===== src/design/lgbs_pkg.sv =====
// ----------------------------------------------------------------------------
// lgbs_pkg
// shared types, register indexes and reset values for the led gesture
// button sequencer
// ----------------------------------------------------------------------------
`timescale 1ns / 1ps
`default_nettype none

package lgbs_pkg;

  localparam int unsigned CFG_INDEX_W = 3;
  localparam int unsigned CFG_DATA_W  = 8;

  // register indexes on the configuration port
  localparam logic [CFG_INDEX_W-1:0] REG_TOGGLES_NEEDED     = 3'd0;
  localparam logic [CFG_INDEX_W-1:0] REG_WINDOW_TICKS       = 3'd1;
  localparam logic [CFG_INDEX_W-1:0] REG_PRESS_TICKS        = 3'd2;
  localparam logic [CFG_INDEX_W-1:0] REG_PULSE_GAP_TICKS    = 3'd3;
  localparam logic [CFG_INDEX_W-1:0] REG_SIGNAL_DELAY_TICKS = 3'd4;
  localparam logic [CFG_INDEX_W-1:0] REG_BOOT_WAIT_TICKS    = 3'd5;
  localparam logic [CFG_INDEX_W-1:0] REG_RECHECK_TICKS      = 3'd6;
  localparam logic [CFG_INDEX_W-1:0] REG_SETTLE_TICKS       = 3'd7;

  // register reset values
  localparam logic [3:0] RST_TOGGLES_NEEDED     = 4'd10;
  localparam logic [5:0] RST_WINDOW_TICKS       = 6'd10;
  localparam logic [3:0] RST_PRESS_TICKS        = 4'd2;
  localparam logic [5:0] RST_PULSE_GAP_TICKS    = 6'd10;
  localparam logic [7:0] RST_SIGNAL_DELAY_TICKS = 8'd50;
  localparam logic [5:0] RST_BOOT_WAIT_TICKS    = 6'd10;
  localparam logic [5:0] RST_RECHECK_TICKS      = 6'd20;
  localparam logic [5:0] RST_SETTLE_TICKS       = 6'd5;

  // signalling press counts
  localparam logic [2:0] PRESSES_MODE_ON  = 3'd4;
  localparam logic [2:0] PRESSES_MODE_OFF = 3'd2;

  typedef struct packed {
    logic [3:0] toggles_needed;
    logic [5:0] window_ticks;
    logic [3:0] press_ticks;
    logic [5:0] pulse_gap_ticks;
    logic [7:0] signal_delay_ticks;
    logic [5:0] boot_wait_ticks;
    logic [5:0] recheck_ticks;
    logic [5:0] settle_ticks;
  } cfg_t;

  typedef struct packed {
    logic button_drive;
    logic mode_flag;
    logic persist_write;
  } res_t;

  // a zero span length behaves as one tick
  function automatic logic [7:0] at_least_one(input logic [7:0] v);
    at_least_one = (v == 8'd0) ? 8'd1 : v;
  endfunction

endpackage

`default_nettype wire


===== src/design/lgbs_cfg.sv =====
// ----------------------------------------------------------------------------
// lgbs_cfg
// configuration register file, one write per beat
// ----------------------------------------------------------------------------
`timescale 1ns / 1ps
`default_nettype none

module lgbs_cfg (
  input  wire logic                                clk,
  input  wire logic                                rst,
  input  wire logic                                wr_en,
  input  wire logic [lgbs_pkg::CFG_INDEX_W-1:0]    wr_index,
  input  wire logic [lgbs_pkg::CFG_DATA_W-1:0]     wr_data,
  output lgbs_pkg::cfg_t                           cfg
);

  always_ff @(posedge clk) begin
    if (rst) begin
      cfg.toggles_needed     <= lgbs_pkg::RST_TOGGLES_NEEDED;
      cfg.window_ticks       <= lgbs_pkg::RST_WINDOW_TICKS;
      cfg.press_ticks        <= lgbs_pkg::RST_PRESS_TICKS;
      cfg.pulse_gap_ticks    <= lgbs_pkg::RST_PULSE_GAP_TICKS;
      cfg.signal_delay_ticks <= lgbs_pkg::RST_SIGNAL_DELAY_TICKS;
      cfg.boot_wait_ticks    <= lgbs_pkg::RST_BOOT_WAIT_TICKS;
      cfg.recheck_ticks      <= lgbs_pkg::RST_RECHECK_TICKS;
      cfg.settle_ticks       <= lgbs_pkg::RST_SETTLE_TICKS;
    end else if (wr_en) begin
      case (wr_index)
        lgbs_pkg::REG_TOGGLES_NEEDED:     cfg.toggles_needed     <= wr_data[3:0];
        lgbs_pkg::REG_WINDOW_TICKS:       cfg.window_ticks       <= wr_data[5:0];
        lgbs_pkg::REG_PRESS_TICKS:        cfg.press_ticks        <= wr_data[3:0];
        lgbs_pkg::REG_PULSE_GAP_TICKS:    cfg.pulse_gap_ticks    <= wr_data[5:0];
        lgbs_pkg::REG_SIGNAL_DELAY_TICKS: cfg.signal_delay_ticks <= wr_data;
        lgbs_pkg::REG_BOOT_WAIT_TICKS:    cfg.boot_wait_ticks    <= wr_data[5:0];
        lgbs_pkg::REG_RECHECK_TICKS:      cfg.recheck_ticks      <= wr_data[5:0];
        lgbs_pkg::REG_SETTLE_TICKS:       cfg.settle_ticks       <= wr_data[5:0];
        default: begin
        end
      endcase
    end
  end

endmodule

`default_nettype wire


===== src/design/lgbs_core.sv =====
// ----------------------------------------------------------------------------
// lgbs_core
// boot, gesture watch and signalling state machine, one tick per advance
// ----------------------------------------------------------------------------
`timescale 1ns / 1ps
`default_nettype none

module lgbs_core (
  input  wire logic           clk,
  input  wire logic           rst,
  input  wire logic           advance,
  input  wire logic           led,
  input  wire logic           saved,
  input  wire lgbs_pkg::cfg_t cfg,
  output lgbs_pkg::res_t      res
);

  typedef enum logic [2:0] {
    BOOT_WAIT   = 3'd0,
    RECHECK     = 3'd1,
    BOOT_PRESS  = 3'd2,
    BOOT_SETTLE = 3'd3,
    WATCH       = 3'd4,
    SIG_DELAY   = 3'd5,
    SIG_PRESS   = 3'd6,
    SIG_GAP     = 3'd7
  } phase_t;

  phase_t     phase, phase_next;
  logic [7:0] tick_timer, tick_timer_next;
  logic [3:0] change_count, change_count_next;
  logic       last_led, last_led_next;
  logic       mode_bit, mode_bit_next;
  logic [2:0] presses_left, presses_left_next;

  logic [7:0] tick_inc;
  logic [7:0] span_limit;
  logic       span_done;
  logic [5:0] boot_limit;
  logic [3:0] count_inc;
  logic [2:0] presses_dec;
  logic       drive, strobe;

  assign tick_inc    = tick_timer + 8'd1;
  assign count_inc   = change_count + 4'd1;
  assign presses_dec = presses_left - 3'd1;
  assign boot_limit  = (phase == RECHECK) ? cfg.recheck_ticks : cfg.settle_ticks;

  // span length for the phase that counts a held or idle span
  always_comb begin
    case (phase)
      BOOT_PRESS, SIG_PRESS: span_limit = {4'd0, cfg.press_ticks};
      WATCH:                 span_limit = {2'd0, cfg.window_ticks};
      SIG_DELAY:             span_limit = cfg.signal_delay_ticks;
      SIG_GAP:               span_limit = {2'd0, cfg.pulse_gap_ticks};
      default:               span_limit = 8'd1;
    endcase
  end

  assign span_done = (tick_inc >= lgbs_pkg::at_least_one(span_limit));

  always_comb begin
    phase_next        = phase;
    tick_timer_next   = tick_timer;
    change_count_next = change_count;
    last_led_next     = last_led;
    mode_bit_next     = mode_bit;
    presses_left_next = presses_left;
    drive             = 1'b0;
    strobe            = 1'b0;

    case (phase)
      BOOT_WAIT: begin
        if (tick_timer >= {2'd0, cfg.boot_wait_ticks}) begin
          mode_bit_next   = saved;
          tick_timer_next = 8'd0;
          if (saved && !led) begin
            phase_next = RECHECK;
          end else begin
            phase_next        = WATCH;
            change_count_next = 4'd0;
            last_led_next     = led;
          end
        end else begin
          tick_timer_next = tick_inc;
        end
      end
      RECHECK, BOOT_SETTLE: begin
        if (tick_timer >= {2'd0, boot_limit}) begin
          tick_timer_next = 8'd0;
          if (led) begin
            phase_next        = WATCH;
            change_count_next = 4'd0;
            last_led_next     = led;
          end else if (phase == RECHECK) begin
            phase_next = BOOT_PRESS;
          end else begin
            phase_next = RECHECK;
          end
        end else begin
          tick_timer_next = tick_inc;
        end
      end
      BOOT_PRESS: begin
        drive           = 1'b1;
        tick_timer_next = span_done ? 8'd0 : tick_inc;
        if (span_done) begin
          phase_next = BOOT_SETTLE;
        end
      end
      WATCH: begin
        if (led != last_led) begin
          last_led_next   = led;
          tick_timer_next = 8'd0;
          if ({4'd0, count_inc} >= lgbs_pkg::at_least_one({4'd0, cfg.toggles_needed})) begin
            change_count_next = 4'd0;
            mode_bit_next     = !mode_bit;
            strobe            = 1'b1;
            presses_left_next = mode_bit ? lgbs_pkg::PRESSES_MODE_OFF
                                         : lgbs_pkg::PRESSES_MODE_ON;
            phase_next        = SIG_DELAY;
          end else begin
            change_count_next = count_inc;
          end
        end else if (span_done) begin
          tick_timer_next   = 8'd0;
          change_count_next = 4'd0;
        end else begin
          tick_timer_next = tick_inc;
        end
      end
      SIG_DELAY: begin
        tick_timer_next = span_done ? 8'd0 : tick_inc;
        if (span_done) begin
          phase_next = SIG_PRESS;
        end
      end
      SIG_PRESS: begin
        drive           = 1'b1;
        tick_timer_next = span_done ? 8'd0 : tick_inc;
        if (span_done) begin
          presses_left_next = presses_dec;
          if (presses_dec == 3'd0) begin
            phase_next        = WATCH;
            change_count_next = 4'd0;
          end else begin
            phase_next = SIG_GAP;
          end
        end
      end
      SIG_GAP: begin
        tick_timer_next = span_done ? 8'd0 : tick_inc;
        if (span_done) begin
          phase_next = SIG_PRESS;
        end
      end
      default: begin
        phase_next = BOOT_WAIT;
      end
    endcase
  end

  assign res.button_drive  = drive;
  assign res.mode_flag     = mode_bit_next;
  assign res.persist_write = strobe;

  always_ff @(posedge clk) begin
    if (rst) begin
      phase        <= BOOT_WAIT;
      tick_timer   <= 8'd0;
      change_count <= 4'd0;
      last_led     <= 1'b0;
      mode_bit     <= 1'b0;
      presses_left <= 3'd0;
    end else if (advance) begin
      phase        <= phase_next;
      tick_timer   <= tick_timer_next;
      change_count <= change_count_next;
      last_led     <= last_led_next;
      mode_bit     <= mode_bit_next;
      presses_left <= presses_left_next;
    end
  end

endmodule

`default_nettype wire


===== src/design/led_toggle_gesture_button_sequencer_top.sv =====
// ----------------------------------------------------------------------------
// led_toggle_gesture_button_sequencer_top
// led gesture mode sequencer: tick items in, button / mode / persist out
// ----------------------------------------------------------------------------
//
//  channel | handshake              | payload
//  --------+------------------------+----------------------------------------
//  in      | in_valid / in_stall    | led_on, saved_mode
//  out     | out_valid / out_stall  | button_drive, mode_flag, persist_write
//  cfg     | cfg_valid / cfg_ready  | cfg_index (3 bit), cfg_data (8 bit)
//
//  one tick beat per clock while in_stall is low; an accepted beat's result
//  shows at the output after it passes the input register, then the result register
//  the state machine steps once per beat as it moves into the result register
//  rst is synchronous: it clears the state, the stage valids and restores
//  register defaults; no clearing pass is needed
//  while a result waits under out_stall one more beat is taken into the
//  input register, after that in_stall rises
//  cfg_ready is always high; writes are expected only while idle
//
`timescale 1ns / 1ps
`default_nettype none

module led_toggle_gesture_button_sequencer_top (
  input  wire logic                             clk,
  input  wire logic                             rst,
  // tick beats in
  input  wire logic                             in_valid,
  output      logic                             in_stall,
  input  wire logic                             led_on,
  input  wire logic                             saved_mode,
  // result beats out
  output      logic                             out_valid,
  input  wire logic                             out_stall,
  output      logic                             button_drive,
  output      logic                             mode_flag,
  output      logic                             persist_write,
  // register writes
  input  wire logic                             cfg_valid,
  output      logic                             cfg_ready,
  input  wire logic [lgbs_pkg::CFG_INDEX_W-1:0] cfg_index,
  input  wire logic [lgbs_pkg::CFG_DATA_W-1:0]  cfg_data
);

  lgbs_pkg::cfg_t cfg;
  lgbs_pkg::res_t res;

  // input register
  logic s1_valid;
  logic s1_led;
  logic s1_saved;

  logic in_take;
  logic advance;

  assign cfg_ready = 1'b1;

  // the held beat moves on when the result register is empty or draining
  assign advance  = s1_valid && (!out_valid || !out_stall);
  assign in_stall = s1_valid && out_valid && out_stall;
  assign in_take  = in_valid && !in_stall;

  lgbs_cfg u_cfg (
    .clk      (clk),
    .rst      (rst),
    .wr_en    (cfg_valid && cfg_ready),
    .wr_index (cfg_index),
    .wr_data  (cfg_data),
    .cfg      (cfg)
  );

  lgbs_core u_core (
    .clk     (clk),
    .rst     (rst),
    .advance (advance),
    .led     (s1_led),
    .saved   (s1_saved),
    .cfg     (cfg),
    .res     (res)
  );

  // stage valids
  always_ff @(posedge clk) begin
    if (rst) begin
      s1_valid  <= 1'b0;
      out_valid <= 1'b0;
    end else begin
      if (in_take) begin
        s1_valid <= 1'b1;
      end else if (advance) begin
        s1_valid <= 1'b0;
      end
      if (advance) begin
        out_valid <= 1'b1;
      end else if (!out_stall) begin
        out_valid <= 1'b0;
      end
    end
  end

  // payload registers
  always_ff @(posedge clk) begin
    if (in_take) begin
      s1_led   <= led_on;
      s1_saved <= saved_mode;
    end
    if (advance) begin
      button_drive  <= res.button_drive;
      mode_flag     <= res.mode_flag;
      persist_write <= res.persist_write;
    end
  end

endmodule

`default_nettype wire


===== config.mk =====
export PLATFORM = sky130hd
export DESIGN_NAME = led_toggle_gesture_button_sequencer_top
export DESIGN_NICKNAME = d
export VERILOG_FILES = /design/src/design/lgbs_pkg.sv /design/src/design/lgbs_cfg.sv /design/src/design/lgbs_core.sv /design/src/design/led_toggle_gesture_button_sequencer_top.sv
export SDC_FILE = /design/constraint.sdc
export NUM_CORES = 1
export LEC_CHECK = 0
export ABC_CLOCK_PERIOD_IN_PS = 7300
export BUFFER_PORTS_ARGS = -buffer_cell sky130_fd_sc_hd__buf_2
export CAP_MARGIN = 0
export CELL_PAD_IN_SITES_DETAIL_PLACEMENT = 0
export CELL_PAD_IN_SITES_GLOBAL_PLACEMENT = 1
export CORE_UTILIZATION = 32
export DETAILED_ROUTE_END_ITERATION = 10
export PLACE_DENSITY_LB_ADDON = 0.1
export REMOVE_ABC_BUFFERS = 1
export SLEW_MARGIN = 20
export SYNTH_ARGS = -nofsm -noshare
export SYNTH_HDL_FRONTEND = slang
export SYNTH_SLANG_ARGS = --single-unit

===== constraint.sdc =====
create_clock -name clk -period 7.3 [get_ports clk]
set_clock_uncertainty 0.2 [all_clocks]
set_input_delay 1.095 -clock clk [delete_from_list [all_inputs] [get_ports clk]]
set_output_delay 1.095 -clock clk [all_outputs]
set_load 0.03 [all_outputs]

==> flow_summary.yaml <==
synthesis:
  ys_types: 60
  synth_area_sq_um: 4120
  yosysTopAreaCell: "dfxtp_1"
  async_flop_share_pct: 0
  synth_enable_flop_cells: 5
  ys_seq_elements: 73
  synth_area_leaders: "dfxtp_1 (33%), mux2i_1 (10%), ha_1 (8.5%)"
  syn-mean-instance-area_sq_um: 8.87
  yosysWarnings: 0
  netlist_instances: 464
  ys_seq_area_share_pct: 36.7
  ys.flop_type: "dfxtp_1"
  synth_top_cell_area_share_pct: 33.1
pwr:
  p_leak_nw: 1.75
  p_per_area_nw_per_um2: 202
  p_switching_mw: 0.239
  p_comb_share_pct: 7.8
  totalPowerFinal_mw: 0.942
  p_int_mw: 0.703
  pwr-share-clk_pct: 47.7
  p_sw_share_pct: 25.4
  power.sequential.fraction_pct: 44.5
  peakVddDrop_mv: 0.139
worst_setup_path:
  critPathTopFamily: "simple AND/OR/NAND/NOR gates"
  worst-path-buf-inv: 0
  worstPathRequired_ns: 7.33
  critPathArrivalTime_ns: 4.09
  cp-start-kind: "register"
  worstPathCellList: "nand2b_4, nor2_1, mux2i_1, ha_1, a211o_1, or4_4, a21oi_4, a211oi_2, nand2_1, mux2_1"
  worstPathMaxFanout: 20
  crit_type: "reg2reg"
  cp_slowest_cell: "dfxtp_1"
  endpoint_kind: "register"
  crit_path_max_incr_delay_ns: 0.86
flow_run:
  maxCapViolCount: 0
routing:
  via_count: 3261
  drc_errors: 0
  wire_per_inst_um: 16.2
  wl_um: 10600
  final_antenna_net_count: 0
  drt_iter0_markers: 132
  viasPerCell: 4.97
  drt-pass1-iter-count: 4
floorplan:
  core_sq_um: 12600
  die_h_um: 115
  io_pins: 24
  row_count: 41
  die_x_um: 115
  initial_core_util_pct: 32.7
  die_area_sq_um: 13300
timing:
  rsz0062_at_grt: "no"
  hold_viol_final: 0
  final.period_utilization_pct: 55.7
  setup_slack_ns: 3.23
  finalCriticalPeriod_ns: 4.07
  finalSetupTns_ns: 0
  slew_headroom_pct: 30.0
  final-setup-viol-count: 0
  fmax_mhz: 246
  slew_violations: 0
  tightestPinTransition_ns: 1.05
clock_network:
  cts_max_level: 3
  postCtsSetupBuffers: 0
  cts_inserted_buffers: 9
  cts-root-buf: "clkbuf_16"
  ctsHoldBuffers: 0
  cts_tree: "built"
  cts_buffer_depth: 2
  clkLatencyLatePin_ns: 0.34
  ctsResizeCount: 0
  clkSinkCount: 73
  clk_pin_slew_ns: 0.06
layout:
  drive_above_1_share_pct: 12.2
  syn2layout_area_growth_pct: 13.4
  n_antenna_cell: 0
  stdcell_count: 656
  nFillCells: 1318
  finalNetCount: 525
min_path:
  worstHoldPathType: "reg2reg"
grt:
  grt_pass1_wl_um: 17500
  grt_usage_pct: 17.7
  grt_pass1_vias: 3115
  gr-total-overflow: 0
  antenna_found_initial: 0
  grt_max_degree: 54
placed_design:
  portBuffers: 22
  hpwl_um: 7660
  place.gp.congestion: 0.740
  dp.cells: 640
  place_ws_ns: 3.25
outcome:
  status: "finished clean"
## layout make-up
cell class / count / area (sq um) / share of cell area [%]
Clock inverter: 6 / 65.1 / 1.39
Multi-Input combinational cell: 349 / 2440 / 52.3
Timing Repair Buffer: 24 / 125 / 2.68
Tap cell: 172 / 215 / 4.61
Clock buffer: 10 / 229 / 4.91
Sequential cell: 73 / 1510 / 32.4
Inverter: 22 / 82.6 / 1.77
## worst min-delay path, stage by stage, from the launching register on
cell and delay [ns]:
dfxtp_1 0.32, mux2i_1 0.06, nand2_1 0.06
## layer usage
metal / track usage [%] / share of wire [%] / vias up / routed length [um]
met5: 0 / 0 / - / 0
met4: 7.01 / 1.7 / 0 / 178
met3: 3.16 / 2.4 / 11 / 259
met2: 26.0 / 43 / 38 / 4530
met1: 25.4 / 53 / 1532 / 5680
li1: - / - / 1680 / -
## path summary, 6_finish.rpt
check | cells past startpoint | slack [ns] | end | from
setup / recovery | 10 | 3.23 | u_core.change_count[0] | u_core.phase[0]
hold / removal | 2 | 0.27 | u_cfg.cfg[19] | u_cfg.cfg[19]
setup reg to reg | 10 | 3.23 | u_core.change_count[0] | u_core.phase[0]
hold reg to reg | 2 | 0.27 | u_cfg.cfg[19] | u_cfg.cfg[19]
## flip-flops by register name (all words and copies together), names as in the netlist
name                 count
button_drive             1
mode_flag                1
out_valid                1
persist_write            1
s1_led                   1
s1_saved                 1
s1_valid                 1
u_cfg.cfg               46
u_core.change_count      4
u_core.last_led          1
u_core.mode_bit          1
u_core.phase             3
u_core.presses_left      3
u_core.tick_timer        8
## power by group through the flow
stage / combinational (mW) / clock (mW) / sequential (mW)
6_report: 0.0733 / 0.450 / 0.419
4_1_cts: 0.0744 / 0.461 / 0.419
3_3_place_gp: 0.0733 / 0 / 0.429
3_5_place_dp: 0.0742 / 0 / 0.428
2_1_floorplan: 0.0435 / 0 / 0.427
5_1_grt: 0.0822 / 0.477 / 0.421
## logic make-up after synthesis
group | Yosys count | synth area share [%]
multiplexers | 47 | 11.6
other | 1 | 0.0911
AO/OA/AOI/OAI | 98 | 18.1
AND/OR/NAND/NOR | 164 | 18.7
XOR/XNOR | 11 | 2.34
buffers and inverters | 42 | 4.01
adder cells (fa/ha/maj) | 28 | 8.51
flip-flops | 73 | 36.7
## synth_stat cells (3+ instances only)
| master | instances |
|---|---|
| nand3b_1 | 4 |
| nand2_1 | 60 |
| ha_1 | 28 |
| nor2b_1 | 10 |
| a211oi_1 | 7 |
| o211ai_1 | 6 |
| a21o_1 | 3 |
| o22ai_1 | 3 |
| a211o_1 | 5 |
| dfxtp_1 | 68 |
| mux2_2 | 3 |
| edfxtp_1 | 5 |
| a22o_1 | 6 |
| mux2i_1 | 43 |
| nor3_1 | 4 |
| buf_2 | 3 |
| nand3_1 | 11 |
| clkbuf_1 | 10 |
| o22a_1 | 3 |
| o21ai_1 | 7 |
| nor2_1 | 50 |
| nand4_1 | 4 |
| xnor2_1 | 5 |
| inv_1 | 19 |
| a311oi_1 | 3 |
| nand2b_1 | 6 |
| and3_1 | 7 |
| xor2_1 | 6 |
| buf_1 | 6 |
| o21ai_0 | 6 |
| a21oi_1 | 28 |
## layout by cell type, fill, tap and decap left out, types with 4 or more instances in the layout
| cell type | count |
|---|---|
| dfxtp_1 | 68 |
| nand2_1 | 60 |
| nor2_1 | 50 |
| mux2i_1 | 43 |
| a21oi_1 | 28 |
| ha_1 | 28 |
| buf_2 | 22 |
| inv_1 | 19 |
| nand3_1 | 11 |
| nor2b_1 | 10 |
| clkbuf_16 | 9 |
| o21ai_1 | 7 |
| and3_1 | 7 |
| a211oi_1 | 7 |
| xor2_1 | 6 |
| o211ai_1 | 6 |
| a22o_1 | 6 |
| nand2b_1 | 6 |
| o21ai_0 | 6 |
| xnor2_1 | 5 |
| a211o_1 | 5 |
| edfxtp_1 | 5 |
| nand3b_1 | 4 |
| nand4_1 | 4 |
| nor3_1 | 4 |
## through the flow
stage	util (%)	hold WS [ns]	area, sq um
final	37.1	0.272	4670
after floorplan	-	0.230	4030
after CTS	37.1	0.273	4670
after global placement	34.8	0.253	4370
after detailed placement	34.8	0.257	4370
after global routing	37.1	0.298	4670
Power figures use the tool's default switching activity.
